File: config.mk
export PLATFORM = sky130hd
export DESIGN_NAME = graph_traversal_engine
export DESIGN_NICKNAME = d
export VERILOG_FILES = /design/src/rtl/gte_pkg.sv /design/src/rtl/gte_pick.sv /design/src/rtl/gte_adj_mem.sv /design/src/rtl/graph_traversal_engine.sv
export VERILOG_INCLUDE_DIRS = /design/src /design/src/rtl
export SDC_FILE = /design/constraint.sdc
export NUM_CORES = 2
export LEC_CHECK = 0
export ABC_AREA = 1
export BUFFER_PORTS_ARGS = -buffer_cell sky130_fd_sc_hd__clkbuf_2
export CAP_MARGIN = 20
export CORE_UTILIZATION = 30
export DETAILED_ROUTE_END_ITERATION = 7
export SKIP_CTS_REPAIR_TIMING = 1
export SLEW_MARGIN = 10
export SYNTH_ARGS = -nofsm -noshare
export SYNTH_HDL_FRONTEND = slang
export SYNTH_SLANG_ARGS = --single-unit
File: constraint.sdc
create_clock -name aclk -period 4.9 [get_ports aclk]
set_clock_uncertainty 0.15 [all_clocks]
set_input_delay 0 -clock aclk [delete_from_list [all_inputs] [get_ports aclk]]
set_output_delay 0 -clock aclk [all_outputs]
set_load 0.01 [all_outputs]
File: src/rtl/graph_traversal_engine_defines.svh
// Assertion helpers shared by the graph traversal engine RTL.
`ifndef GRAPH_TRAVERSAL_ENGINE_DEFINES_SVH
`define GRAPH_TRAVERSAL_ENGINE_DEFINES_SVH

// Same-cycle implication, disabled while reset is asserted.
`define GTE_ASSERT_NOW(label, clk, rstn, ante, cons) \
    label: assert property (@(posedge clk) disable iff (!(rstn)) (ante) |-> (cons)) \
        else $error("graph traversal engine: same-cycle check failed");

// Next-cycle implication, disabled while reset is asserted.
`define GTE_ASSERT_NEXT(label, clk, rstn, ante, cons) \
    label: assert property (@(posedge clk) disable iff (!(rstn)) (ante) |=> (cons)) \
        else $error("graph traversal engine: next-cycle check failed");

`endif

File: src/rtl/gte_pkg.sv
package gte_pkg;

    // Field widths of the stream payloads.
    localparam int VW       = 6;
    localparam int EDGE_W   = 32;
    localparam int IDX_W    = 5;
    localparam int S_DATA_W = 48;
    localparam int M_DATA_W = 8;

    // Default size of the vertex store.
    localparam int DEF_MAX_VERTICES = 32;

    // Operation codes carried in s_tuser.
    localparam logic OP_LOAD  = 1'b0;
    localparam logic OP_START = 1'b1;

    // Configuration register indexes and widths.
    localparam int   CFG_AW    = 1;
    localparam int   CFG_DW    = 6;
    localparam logic [CFG_AW-1:0] REG_MODE  = 1'b0;
    localparam logic [CFG_AW-1:0] REG_COUNT = 1'b1;

    // Traversal modes.
    localparam logic MODE_BFS = 1'b0;
    localparam logic MODE_DFS = 1'b1;

    // Reset value of the vertex count register.
    localparam logic [VW-1:0] COUNT_RESET = 6'd32;

    // Result of the lowest-set-bit picker.
    typedef struct packed {
        logic              found;
        logic [IDX_W-1:0]  idx;
        logic [EDGE_W-1:0] onehot;
    } pick_t;

endpackage

File: src/rtl/gte_pick.sv
module gte_pick (
    input  logic [gte_pkg::EDGE_W-1:0] cand,
    output gte_pkg::pick_t             pick
);

    logic [gte_pkg::EDGE_W-1:0] low_bit;
    logic [gte_pkg::IDX_W-1:0]  idx;

    // Isolate the lowest set bit, then encode its position.
    always_comb begin
        low_bit = cand & (~cand + gte_pkg::EDGE_W'(1));
        idx     = '0;
        for (int k = 0; k < gte_pkg::EDGE_W; k++) begin
            if (low_bit[k]) begin
                idx = idx | gte_pkg::IDX_W'(k);
            end
        end
        pick.found  = |cand;
        pick.idx    = idx;
        pick.onehot = low_bit;
    end

endmodule

File: src/rtl/gte_adj_mem.sv
module gte_adj_mem #(
    parameter int MAX_VERTICES = gte_pkg::DEF_MAX_VERTICES
) (
    input  logic                                   aclk,
    input  logic                                   aresetn,
    input  logic                                   wr_en,
    input  logic [$clog2(MAX_VERTICES)-1:0]        wr_addr,
    input  logic [gte_pkg::EDGE_W-1:0]             wr_data,
    input  logic [$clog2(MAX_VERTICES)-1:0]        rd_addr,
    output logic [gte_pkg::EDGE_W-1:0]             rd_row
);

    logic [gte_pkg::EDGE_W-1:0] row_mem_reg [MAX_VERTICES];
    logic [MAX_VERTICES-1:0]    row_valid_reg;
    logic [gte_pkg::EDGE_W-1:0] rd_data_reg;
    logic                       rd_valid_reg;

    // Row storage with a registered read port.
    always_ff @(posedge aclk) begin
        if (wr_en) begin
            row_mem_reg[wr_addr] <= wr_data;
        end
        rd_data_reg <= row_mem_reg[rd_addr];
    end

    // Per-row valid bits make every row read as zero after reset.
    always_ff @(posedge aclk) begin
        if (!aresetn) begin
            row_valid_reg <= '0;
            rd_valid_reg  <= 1'b0;
        end else begin
            if (wr_en) begin
                row_valid_reg[wr_addr] <= 1'b1;
            end
            rd_valid_reg <= row_valid_reg[rd_addr];
        end
    end

    assign rd_row = rd_valid_reg ? rd_data_reg : '0;

endmodule

File: src/rtl/graph_traversal_engine.sv
// Timing: a row load is written at its accepting edge; a bad start goes to the emit state,
// which registers its error result once the output can take it. Each visited vertex, the
// first included, passes the pop, fetch, row, scan and emit states; the scan finds its new
// neighbors one per cycle with the shared lowest-bit picker. Throughput: one item at a time.
// Reset (aresetn, synchronous, active low) clears all adjacency rows, visited marks,
// list pointers and the result register; mode becomes breadth-first, count 32.
`include "graph_traversal_engine_defines.svh"

module graph_traversal_engine #(
    parameter int MAX_VERTICES = gte_pkg::DEF_MAX_VERTICES
) (
    input  logic                           aclk,
    input  logic                           aresetn,
    // Configuration write port.
    input  logic                           cfg_wr_en,
    input  logic [gte_pkg::CFG_AW-1:0]     cfg_addr,
    input  logic [gte_pkg::CFG_DW-1:0]     cfg_wdata,
    // Input stream.
    input  logic                           s_tvalid,
    output logic                           s_tready,
    // s_tdata: row_vertex[5:0], row_edges[37:6], start_vertex[43:38], zero pad[47:44]
    input  logic [gte_pkg::S_DATA_W-1:0]   s_tdata,
    // s_tuser: operation[0]
    input  logic                           s_tuser,
    // Result stream.
    output logic                           m_tvalid,
    input  logic                           m_tready,
    // m_tdata: visited_vertex[5:0], zero pad[7:6]
    output logic [gte_pkg::M_DATA_W-1:0]   m_tdata,
    // m_tuser: bad_start[0]
    output logic                           m_tuser,
    output logic                           m_tlast
);

    localparam int VW   = gte_pkg::VW;
    localparam int EW   = gte_pkg::EDGE_W;
    localparam int AW   = $clog2(MAX_VERTICES);
    localparam int CW   = $clog2(MAX_VERTICES + 1);
    localparam int MapW = (MAX_VERTICES < EW) ? MAX_VERTICES : EW;

    // Sequencer states.
    localparam logic [2:0] ST_IDLE  = 3'd0;
    localparam logic [2:0] ST_POP   = 3'd1;
    localparam logic [2:0] ST_FETCH = 3'd2;
    localparam logic [2:0] ST_ROW   = 3'd3;
    localparam logic [2:0] ST_SCAN  = 3'd4;
    localparam logic [2:0] ST_EMIT  = 3'd5;

    logic [2:0]          state_reg, state_next;
    logic                mode_reg;
    logic [VW-1:0]       count_reg;
    logic [MAX_VERTICES-1:0] vis_reg, vis_next;
    logic [CW-1:0]       head_reg, head_next;
    logic [CW-1:0]       tail_reg, tail_next;
    logic [VW-1:0]       cur_reg, cur_next;
    logic                bad_reg, bad_next;
    logic [EW-1:0]       cand_reg, cand_next;

    logic                out_valid_reg, out_valid_next;
    logic [VW-1:0]       out_vertex_reg, out_vertex_next;
    logic                out_last_reg, out_last_next;
    logic                out_bad_reg, out_bad_next;

    logic [VW-1:0]       wl_mem_reg [MAX_VERTICES];
    logic [VW-1:0]       wl_rd_reg;
    logic [AW-1:0]       wl_raddr;
    logic                wl_we;
    logic [AW-1:0]       wl_waddr;
    logic [VW-1:0]       wl_wdata;

    logic                adj_we;
    logic [AW-1:0]       adj_waddr;
    logic [AW-1:0]       adj_raddr;
    logic [EW-1:0]       adj_row;

    logic                in_op;
    logic [VW-1:0]       in_row_vertex;
    logic [EW-1:0]       in_row_edges;
    logic [VW-1:0]       in_start;
    logic                in_take;

    logic [VW:0]         n_eff;
    logic [EW-1:0]       n_mask;
    logic [EW-1:0]       vis_map;
    logic                list_empty;
    logic                out_load;
    gte_pkg::pick_t      pick;

    // Unpack the input transaction.
    assign in_op         = s_tuser;
    assign in_row_vertex = s_tdata[5:0];
    assign in_row_edges  = s_tdata[37:6];
    assign in_start      = s_tdata[43:38];
    assign s_tready      = (state_reg == ST_IDLE);
    assign in_take       = s_tvalid && s_tready;

    // Effective vertex count and the masks derived from it.
    always_comb begin
        n_eff = ({1'b0, count_reg} > (VW+1)'(MAX_VERTICES)) ? (VW+1)'(MAX_VERTICES)
                                                             : {1'b0, count_reg};
        n_mask  = '0;
        vis_map = '0;
        for (int j = 0; j < EW; j++) begin
            n_mask[j] = ((VW+1)'(j) < n_eff);
        end
        for (int k = 0; k < MapW; k++) begin
            vis_map[k] = vis_reg[k];
        end
    end

    assign list_empty = (head_reg == tail_reg);

    // Shared lowest-set-bit picker for neighbor scanning.
    gte_pick u_pick (
        .cand (cand_reg),
        .pick (pick)
    );

    // Adjacency store.
    gte_adj_mem #(
        .MAX_VERTICES (MAX_VERTICES)
    ) u_adj_mem (
        .aclk    (aclk),
        .aresetn (aresetn),
        .wr_en   (adj_we),
        .wr_addr (adj_waddr),
        .wr_data (in_row_edges),
        .rd_addr (adj_raddr),
        .rd_row  (adj_row)
    );

    assign adj_we    = in_take && (in_op == gte_pkg::OP_LOAD) && (in_row_vertex != '0)
                       && ((VW+1)'(in_row_vertex) <= (VW+1)'(MAX_VERTICES));
    assign adj_waddr = AW'(in_row_vertex - VW'(1));
    assign adj_raddr = AW'(wl_rd_reg - VW'(1));

    // Work list memory with a registered read port.
    always_ff @(posedge aclk) begin
        if (wl_we) begin
            wl_mem_reg[wl_waddr] <= wl_wdata;
        end
        wl_rd_reg <= wl_mem_reg[wl_raddr];
    end

    assign out_load = !out_valid_reg || m_tready;

    // Sequencer next-state logic.
    always_comb begin
        state_next      = state_reg;
        vis_next        = vis_reg;
        head_next       = head_reg;
        tail_next       = tail_reg;
        cur_next        = cur_reg;
        bad_next        = bad_reg;
        cand_next       = cand_reg;
        out_valid_next  = out_valid_reg && !m_tready;
        out_vertex_next = out_vertex_reg;
        out_last_next   = out_last_reg;
        out_bad_next    = out_bad_reg;
        wl_we           = 1'b0;
        wl_waddr        = '0;
        wl_wdata        = in_start;
        wl_raddr        = (mode_reg == gte_pkg::MODE_BFS) ? head_reg[AW-1:0]
                                                          : AW'(tail_reg - CW'(1));

        unique case (state_reg)
            ST_IDLE: begin
                if (in_take && (in_op == gte_pkg::OP_START)) begin
                    if ((in_start == '0) || ({1'b0, in_start} > n_eff)) begin
                        cur_next   = '0;
                        bad_next   = 1'b1;
                        state_next = ST_EMIT;
                    end else begin
                        for (int k = 0; k < MAX_VERTICES; k++) begin
                            vis_next[k] = ((in_start - VW'(1)) == VW'(k));
                        end
                        wl_we      = 1'b1;
                        head_next  = '0;
                        tail_next  = CW'(1);
                        bad_next   = 1'b0;
                        state_next = ST_POP;
                    end
                end
            end
            ST_POP: begin
                if (mode_reg == gte_pkg::MODE_BFS) begin
                    head_next = head_reg + CW'(1);
                end else begin
                    tail_next = tail_reg - CW'(1);
                end
                state_next = ST_FETCH;
            end
            ST_FETCH: begin
                cur_next   = wl_rd_reg;
                state_next = ST_ROW;
            end
            ST_ROW: begin
                cand_next  = adj_row & n_mask & ~vis_map;
                state_next = ST_SCAN;
            end
            ST_SCAN: begin
                if (pick.found) begin
                    cand_next = cand_reg & ~pick.onehot;
                    if (tail_reg < CW'(MAX_VERTICES)) begin
                        wl_we    = 1'b1;
                        wl_waddr = tail_reg[AW-1:0];
                        wl_wdata = VW'(pick.idx) + VW'(1);
                        tail_next = tail_reg + CW'(1);
                        for (int k = 0; k < MapW; k++) begin
                            vis_next[k] = vis_reg[k] | pick.onehot[k];
                        end
                    end
                end else begin
                    state_next = ST_EMIT;
                end
            end
            ST_EMIT: begin
                if (out_load) begin
                    out_valid_next  = 1'b1;
                    out_vertex_next = cur_reg;
                    out_last_next   = bad_reg || list_empty;
                    out_bad_next    = bad_reg;
                    state_next      = (bad_reg || list_empty) ? ST_IDLE : ST_POP;
                end
            end
            default: begin
                state_next = ST_IDLE;
            end
        endcase
    end

    // Control registers.
    always_ff @(posedge aclk) begin
        if (!aresetn) begin
            state_reg     <= ST_IDLE;
            vis_reg       <= '0;
            head_reg      <= '0;
            tail_reg      <= '0;
            bad_reg       <= 1'b0;
            out_valid_reg <= 1'b0;
        end else begin
            state_reg     <= state_next;
            vis_reg       <= vis_next;
            head_reg      <= head_next;
            tail_reg      <= tail_next;
            bad_reg       <= bad_next;
            out_valid_reg <= out_valid_next;
        end
    end

    // Payload registers.
    always_ff @(posedge aclk) begin
        cur_reg        <= cur_next;
        cand_reg       <= cand_next;
        out_vertex_reg <= out_vertex_next;
        out_last_reg   <= out_last_next;
        out_bad_reg    <= out_bad_next;
    end

    // Configuration registers.
    always_ff @(posedge aclk) begin
        if (!aresetn) begin
            mode_reg  <= gte_pkg::MODE_BFS;
            count_reg <= gte_pkg::COUNT_RESET;
        end else if (cfg_wr_en) begin
            if (cfg_addr == gte_pkg::REG_MODE) begin
                mode_reg <= cfg_wdata[0];
            end
            if (cfg_addr == gte_pkg::REG_COUNT) begin
                count_reg <= cfg_wdata[VW-1:0];
            end
        end
    end

    // Result stream outputs.
    assign m_tvalid = out_valid_reg;
    assign m_tdata  = {{(gte_pkg::M_DATA_W - VW){1'b0}}, out_vertex_reg};
    assign m_tuser  = out_bad_reg;
    assign m_tlast  = out_last_reg;

    // The read pointer never passes the write pointer.
    `GTE_ASSERT_NOW(a_head_le_tail, aclk, aresetn, state_reg != ST_IDLE, head_reg <= tail_reg)
    // The list never holds more entries than it has room for.
    `GTE_ASSERT_NOW(a_tail_bound, aclk, aresetn, 1'b1, tail_reg <= CW'(MAX_VERTICES))
    // A picked neighbor was never marked before it is pushed.
    `GTE_ASSERT_NOW(a_push_unvisited, aclk, aresetn, state_reg == ST_SCAN && pick.found, (vis_map & pick.onehot) == '0)
    // An error result is always the final one of its transaction group.
    `GTE_ASSERT_NOW(a_bad_is_last, aclk, aresetn, out_valid_reg && out_bad_reg, out_last_reg && out_vertex_reg == '0)
    // A normal result names a vertex inside the store.
    `GTE_ASSERT_NOW(a_vertex_range, aclk, aresetn, out_valid_reg && !out_bad_reg, out_vertex_reg != '0 && (VW+1)'(out_vertex_reg) <= (VW+1)'(MAX_VERTICES))

endmodule
[After elaboration in Yosys (flattened, before gate mapping)]
Memory sizes are Yosys's and may differ from the RTL's. A register that Yosys moved wholly into a read port is not among the register bits.
Cells that the tools add are included.
Word-level totals
  flip-flop bits (word level): 135
  memory bits (writable): 1216
  input bits: 61
  output and inout bits: 12
  logic and storage cells: 330
  memories kept: 2
Memory list
  u_adj_mem.row_mem_reg: depth 32, bits a word 32, rd ports 1, clocked after memory_dff 1, write ports 1, RTL line gte_adj_mem.sv:13  | logic [gte_pkg::EDGE_W-1:0] row_mem_reg [MAX_VERTICES];
  wl_mem_reg: depth 32, bits a word 6, rd ports 1, clocked after memory_dff 1, write ports 1, RTL line graph_traversal_engine.sv:64  | logic [VW-1:0] wl_mem_reg [MAX_VERTICES];
Operators by class
  add/sub/neg operators: 8
  $lt $le $gt $ge: 39
  eq/ne operators: 50
  muxes and demuxes: 143
  bitwise operators: 41
  reductions and logical operators: 32
Operators with widths (count)
  32-bit 2-to-1 mux: 15
  6-bit 2-to-1 mux: 38
  32-bit bitwise AND: 4
  32-bit one-hot mux with 2 select lines: 2
  5-bit 2-to-1 mux: 23
  6-bit by 5-bit == test with 1-bit output (second input constant): 16
  5-bit by 6-bit < comparator with 1-bit output (first input constant): 16
  32-bit NOT: 3
  6-bit by 4-bit == test with 1-bit output (second input constant): 8
  4-bit by 6-bit < comparator with 1-bit output (first input constant): 8
  3-bit 2-to-1 mux: 13
  1-bit 2-to-1 mux: 35
  32-bit by 1-bit adder with 32-bit output (second input constant): 1
  4-bit 2-to-1 mux: 8
  1-bit bitwise OR: 32
  32-bit bitwise OR: 1
  32-bit OR reduction: 1
  6-bit by 3-bit == test with 1-bit output (second input constant): 4
  3-bit by 6-bit < comparator with 1-bit output (first input constant): 4
  6-bit one-hot mux with 2 select lines: 2
  3-bit one-hot mux with 6 select lines: 1
  6-bit one-hot mux with 3 select lines: 1
  2-bit inequality test (second input constant): 8
  6-bit by 1-bit adder with 6-bit output (second input constant): 2
  36 further kinds: 67

[Longest topological paths before layout]
  depth in word-level cells: 41
  mapped depth: 16
  depth with buffers taken out: 16

[By module]
Synthesis repeated with hierarchy kept, for this count alone.
Unflattened totals
  cells, all modules: 5559
  area, all modules: 59525.8 um^2
By module, submodules not included
  gte_adj_mem: instances 1, cells each 3728, area each 43853.3 um^2, sequential area each 32050.7 um^2
  graph_traversal_engine: instances 1, cells each 1608, area each 14631.5 um^2, sequential area each 8388.0 um^2
  gte_pick: instances 1, cells each 223, area each 1041.0 um^2, sequential area each 0.0 um^2

[Worst setup path after synthesis]
Ideal clock, no wire load.
  path type: reg2reg
  from: register cand_reg[0]
  to: memory wl_mem_reg[0][2], data pin
  setup time: 454 ps
  arrival: 3028 ps
  data required time: 4296 ps
  path slack: 1268 ps
  cell stages (with the launch flop): 13
  buffers on the path: 0
  clock period less this slack: 3632 ps
  cell sequence: edfxtp_1 > nor2_4 > nand2_2 > nor2_4 > nand2_1 > nor2_1 > nand2_1 > nand2_1 > nor2_1 > nand4_1 > ha_1 > xnor2_1 > o21ai_0
On the way
  cells in the longest elaborated chain, start to end: 41
  elaborated cells on any way between the ends: 42
  those cells by class: add/sub: 2; mux: 37; bitwise: 2; reduce/logical: 1
Ends and longest elaborated chain
  start, declared: RTL line graph_traversal_engine.sv:57  | logic [EW-1:0] cand_reg, cand_next;
  start signal, assigned: RTL line graph_traversal_engine.sv:254  | cand_reg <= cand_next;
  32-bit NOT: RTL line gte_pick.sv:11  | low_bit = cand & (~cand + gte_pkg::EDGE_W'(1));
  32-bit by 1-bit adder with 32-bit output: RTL line gte_pick.sv:11
  32-bit bitwise AND: RTL line gte_pick.sv:11
  1-bit 2-to-1 mux: RTL line gte_pick.sv:14  | if (low_bit[k]) begin
  2-bit 2-to-1 mux (2 in series): RTL line gte_pick.sv:14
  3-bit 2-to-1 mux (4 in series): RTL line gte_pick.sv:14
  4-bit 2-to-1 mux (8 in series): RTL line gte_pick.sv:14
  5-bit 2-to-1 mux (16 in series): RTL line gte_pick.sv:14
  5-bit by 1-bit adder with 6-bit output: RTL line graph_traversal_engine.sv:207  | wl_wdata = VW'(pick.idx) + VW'(1);
  6-bit 2-to-1 mux: RTL line graph_traversal_engine.sv:204  | if (tail_reg < CW'(MAX_VERTICES)) begin
  6-bit 2-to-1 mux: RTL line graph_traversal_engine.sv:202  | if (pick.found) begin
  6-bit 2-to-1 mux: RTL line graph_traversal_engine.sv:166  | unique case (state_reg)
  6-bit 2-to-1 mux (*): RTL line graph_traversal_engine.sv:202
  6-bit 2-to-1 mux (*) (2 in series): RTL line graph_traversal_engine.sv:166
  via wl_wdata[2]: RTL line graph_traversal_engine.sv:69  | logic [VW-1:0] wl_wdata;
  end, declared: RTL line graph_traversal_engine.sv:64
Mark *: on every way through the listed nets, which the timed path passes. The rest lies on a longest branch. The select of a mux whose other input is x is not followed.

[Final worst setup path]
  from: register state_reg[1]
  to: memory u_adj_mem.row_mem_reg[17][21] (netlist name), enable pin
On the way
  cells in the longest elaborated chain, start to end: 7
Ends and longest elaborated chain
  start, declared: RTL line graph_traversal_engine.sv:49  | logic [2:0] state_reg, state_next;
  start signal, assigned: RTL line graph_traversal_engine.sv:242  | state_reg <= state_next;
  3-bit zero test: RTL line graph_traversal_engine.sv:94  | assign s_tready = (state_reg == ST_IDLE);
  1-bit logical AND: RTL line graph_traversal_engine.sv:95  | assign in_take = s_tvalid && s_tready;
  1-bit logical AND (2 in series): RTL line graph_traversal_engine.sv:132  | assign adj_we = in_take && (in_op == gte_pkg::OP_LOAD) && (in_row_vertex != '0)
  1-bit logical AND: RTL line graph_traversal_engine.sv:133  | && ((VW+1)'(in_row_vertex) <= (VW+1)'(MAX_VERTICES));
  1-bit 2-to-1 mux: RTL line gte_adj_mem.sv:20  | if (wr_en) begin
  1-bit 2-to-1 mux (not written as such): RTL line gte_adj_mem.sv:21  | row_mem_reg[wr_addr] <= wr_data;
  end, declared: RTL line gte_adj_mem.sv:13
No other way between the ends.

==> impl_metrics.json <==
{
  "grt_pass1_wl_um": 236000,
  "firstDrtPassIters": 6,
  "synth.area.mux_share": 0,
  "clock_latency_ps": 780,
  "hold-path-endpoint": "state_reg[2]$_SDFFE_PN0P_",
  "cp_cell_sequence": "nor2_2, inv_2, nor2_4, inv_2, nor2_1, inv_1, nor3_1, nand2_2, inv_1, nand3_4, dlygate4sd3_1, nor2_4, buf_4",
  "gp_congestion": 0.896,
  "drt_iter0_drc": 4348,
  "path_clk_slew_ps": 60,
  "grt_max_degree": 190,
  "cts_tree": "done",
  "synth_compound_area_frac": 0.134,
  "die_h_um": 434,
  "worstPathArrival_ps": 4530,
  "rsz0062_at_grt": "false",
  "rows": 158,
  "cts_buffers": 139,
  "dieArea_um2": 189000,
  "ys_ff_latch": 1389,
  "clock_path_buffers": 3,
  "fin_crit_sh": 0.861,
  "fin_crit_ps": 4220,
  "p_leak_nw": 20.7,
  "post-dp-hpwl_um": 94600,
  "ant_nets": 0,
  "antenna_found_initial": 28,
  "synth-adder-area-share": 0.00246,
  "status": "finished with violations",
  "pin_count": 73,
  "setup_ws_ps": 681,
  "wl_per_cell_um": 22.5,
  "final.setup.tns_ps": 0,
  "worst_pin_slew_ps": 1100,
  "r2r_slack_ps": 680,
  "fmaxAchievable_ghz": 0.237,
  "cts_root_buf": "clkbuf_16",
  "drv_cap": 0,
  "setup_viol": 0,
  "ys_warn_count": 0,
  "p_per_area_nw_per_um2": 615,
  "drive_gt1_frac": 0.101,
  "finish.instance_area_um2": 64800,
  "cp.required_ps": 5210,
  "place_area_um2": 59600,
  "largest_register_ffs": 1024,
  "hold_violations": 1,
  "dp.cells": 6908,
  "nets": 4708,
  "synthFlopType": "edfxtp_1",
  "grt_usage": 0.168,
  "synth_cell_types": 56,
  "core_um2": 185000,
  "synth_edf_count": 1262,
  "port_buffers": 66,
  "yosysSeqAreaShare": 0.722,
  "violations": "negative hold slack",
  "cts.sinks": 1389,
  "pre_cts_slack_ps": 1220,
  "ys_async_sr_fraction": 0,
  "crit_path_end_kind": "flop",
  "vias": 37852,
  "wl_um": 163000,
  "fill_cells": 18067,
  "critPathTopFamily": "simple AND/OR/NAND/NOR gates",
  "synth_top_family_by_area": "compound AO/OA/AOI/OAI gates",
  "yosys.area_share.simple": 0.108,
  "crit_buf_inv": 6,
  "r2r_end": "u_adj_mem.row_mem_reg[17][21]$_DFFE_PP_",
  "synth.avg_cell_area_um2": 12.3,
  "synth_area_um2": 56000,
  "rr_worst_depth": 13,
  "timing.rr.start": "state_reg[1]$_SDFFE_PN0P_",
  "start_util": 0.302,
  "critPathMaxStageDelay_ps": 780,
  "timing.hold.ws_ps": -89.0,
  "critPathLaunchType": "flop",
  "area_delta_synth_final_pct": 15.7,
  "relSlewSlack": 0.264,
  "cp_max_fo": 17,
  "ir_drop_uv": 720,
  "criticalPathCategory": "flop to flop",
  "vias_per_cell": 5.23,
  "hold_path.startpoint": "s_tvalid",
  "stdcell_count": 7235,
  "drc": 0,
  "synth_xor_area_frac": 0.00201,
  "min_path_cells": 7,
  "fp.dieW_um": 434,
  "hold_path_class": "input port to flop",
  "slew_viol_final": 0,
  "cts-htree-levels": 4,
  "cp_slowest_cell": "dlygate4sd3_1",
  "grt-ovfl-total": 0,
  "grt_pass1_vias": 35438,
  "netlist_instances": 4547
}
[layer usage]
metal / GRT usage / wire (um) / up-vias
li1: - / - / 17094
met4: 0.0509 / 4110 / 14
met2: 0.268 / 76600 / 1546
met5: 0 / 82 / -
met1: 0.232 / 69700 / 18906
met3: 0.0305 / 12200 / 292
[layout by cell type (no fill, tap or decap), types with 10 or more instances in the layout]
master / n
nor3_1: 24
inv_1: 128
dlygate4sd3_1: 67
nand2_2: 11
clkbuf_1: 28
o22ai_1: 83
o21ai_1: 12
a21oi_1: 61
edfxtp_1: 1262
clkinv_1: 34
clkinv_2: 21
dfxtp_1: 126
nand3_1: 158
buf_12: 21
clkbuf_8: 11
buf_4: 88
o21ai_0: 709
a32oi_1: 32
nand4_1: 29
clkbuf_2: 66
o211ai_1: 18
nor2_1: 957
o221ai_1: 235
inv_2: 14
nand2_1: 198
nor2_2: 10
clkbuf_16: 142
nor2_4: 41
a31oi_1: 40
ha_1: 10
[final cells by class]
cell class	instances	area (um^2)	share of cell area
multi-input combinational	2716	14100	0.218
antenna	4	10.0	0.000154
inverter	148	581	0.00896
tap	2480	3100	0.0479
clock inverter	75	684	0.0106
sequential	1389	40400	0.624
clock buffer	181	3810	0.0588
timing repair buffer	242	2080	0.0321
[power breakdown]
part / switching [W] / internal [W]
Sequential: 0.000452 / 0.0136
Combinational: 0.0108 / 0.00441
Clock: 0.00464 / 0.00587
Total: 0.0159 / 0.0239
[worst min-delay path: stages]
cell and delay [ps]:
clkbuf_2 80, inv_1 150, nor2_1 80, inv_1 180
nor2_4 80, o21ai_0 140, nor2_1 50
[Yosys cell counts (4+ instances only)]
library cell,instances,area share
edfxtp_1,1262,0.68
nor2_1,989,0.066
o21ai_0,713,0.064
o221ai_1,235,0.037
clkbuf_1,218,0.015
nand2_1,198,0.013
nand3_1,158,0.014
inv_1,130,0.0087
dfxtp_1,127,0.045
o22ai_1,83,0.0093
a21oi_1,61,0.0054
buf_2,60,0.0054
a31oi_1,40,0.0045
a32oi_1,32,0.0050
nand4_1,29,0.0032
nor3_1,24,0.0021
o211ai_1,18,0.0024
inv_2,14,0.00094
o21ai_1,12,0.0011
ha_1,11,0.0025
nand2_2,11,0.0012
nor2_2,10,0.0011
a211oi_1,9,0.0012
buf_1,9,0.00060
nor2_4,9,0.0018
o31ai_1,9,0.0012
xor2_1,8,0.0013
o21a_1,6,0.00080
o32ai_1,6,0.00094
nor3_2,5,0.00089
nand2_4,4,0.00080
o41ai_1,4,0.00063
[cells by family (layout without fill, tap and decap cells)]
family          Yosys count  after routing
compound gates         1238           1238
xor+xnor                 12             12
fa+ha+maj                11             11
buf+inv                 443            646
flops                  1389           1389
other cells               1              6
simple gates           1453           1453
[how the worst max path moves through the flow]
stage                         startpoint                                 endpoint  cells past startpoint
2_1_floorplan  cand_reg[0]$_SDFFCE_PP0P_               wl_mem_reg[0][2]$_DFFE_PP_                     12
5_1_grt        state_reg[1]$_SDFFE_PN0P_  u_adj_mem.row_mem_reg[17][17]$_DFFE_PP_                     13
4_1_cts        cand_reg[0]$_SDFFCE_PP0P_               wl_mem_reg[0][4]$_DFFE_PP_                     16
6_report       state_reg[1]$_SDFFE_PN0P_  u_adj_mem.row_mem_reg[17][21]$_DFFE_PP_                     13
3_5_place_dp   cand_reg[0]$_SDFFCE_PP0P_              wl_mem_reg[20][4]$_DFFE_PP_                     16
3_3_place_gp   cand_reg[0]$_SDFFCE_PP0P_              wl_mem_reg[23][4]$_DFFE_PP_                     16
[per-stage QoR]
stage | utilization | power (W)
2_1_floorplan | - | 0.0233
3_3_place_gp | 0.322 | 0.0292
3_5_place_dp | 0.322 | 0.0294
4_1_cts | 0.346 | 0.0398
5_1_grt | 0.350 | 0.0417
6_report | 0.350 | 0.0399
(Power assumes the default switching activity.)
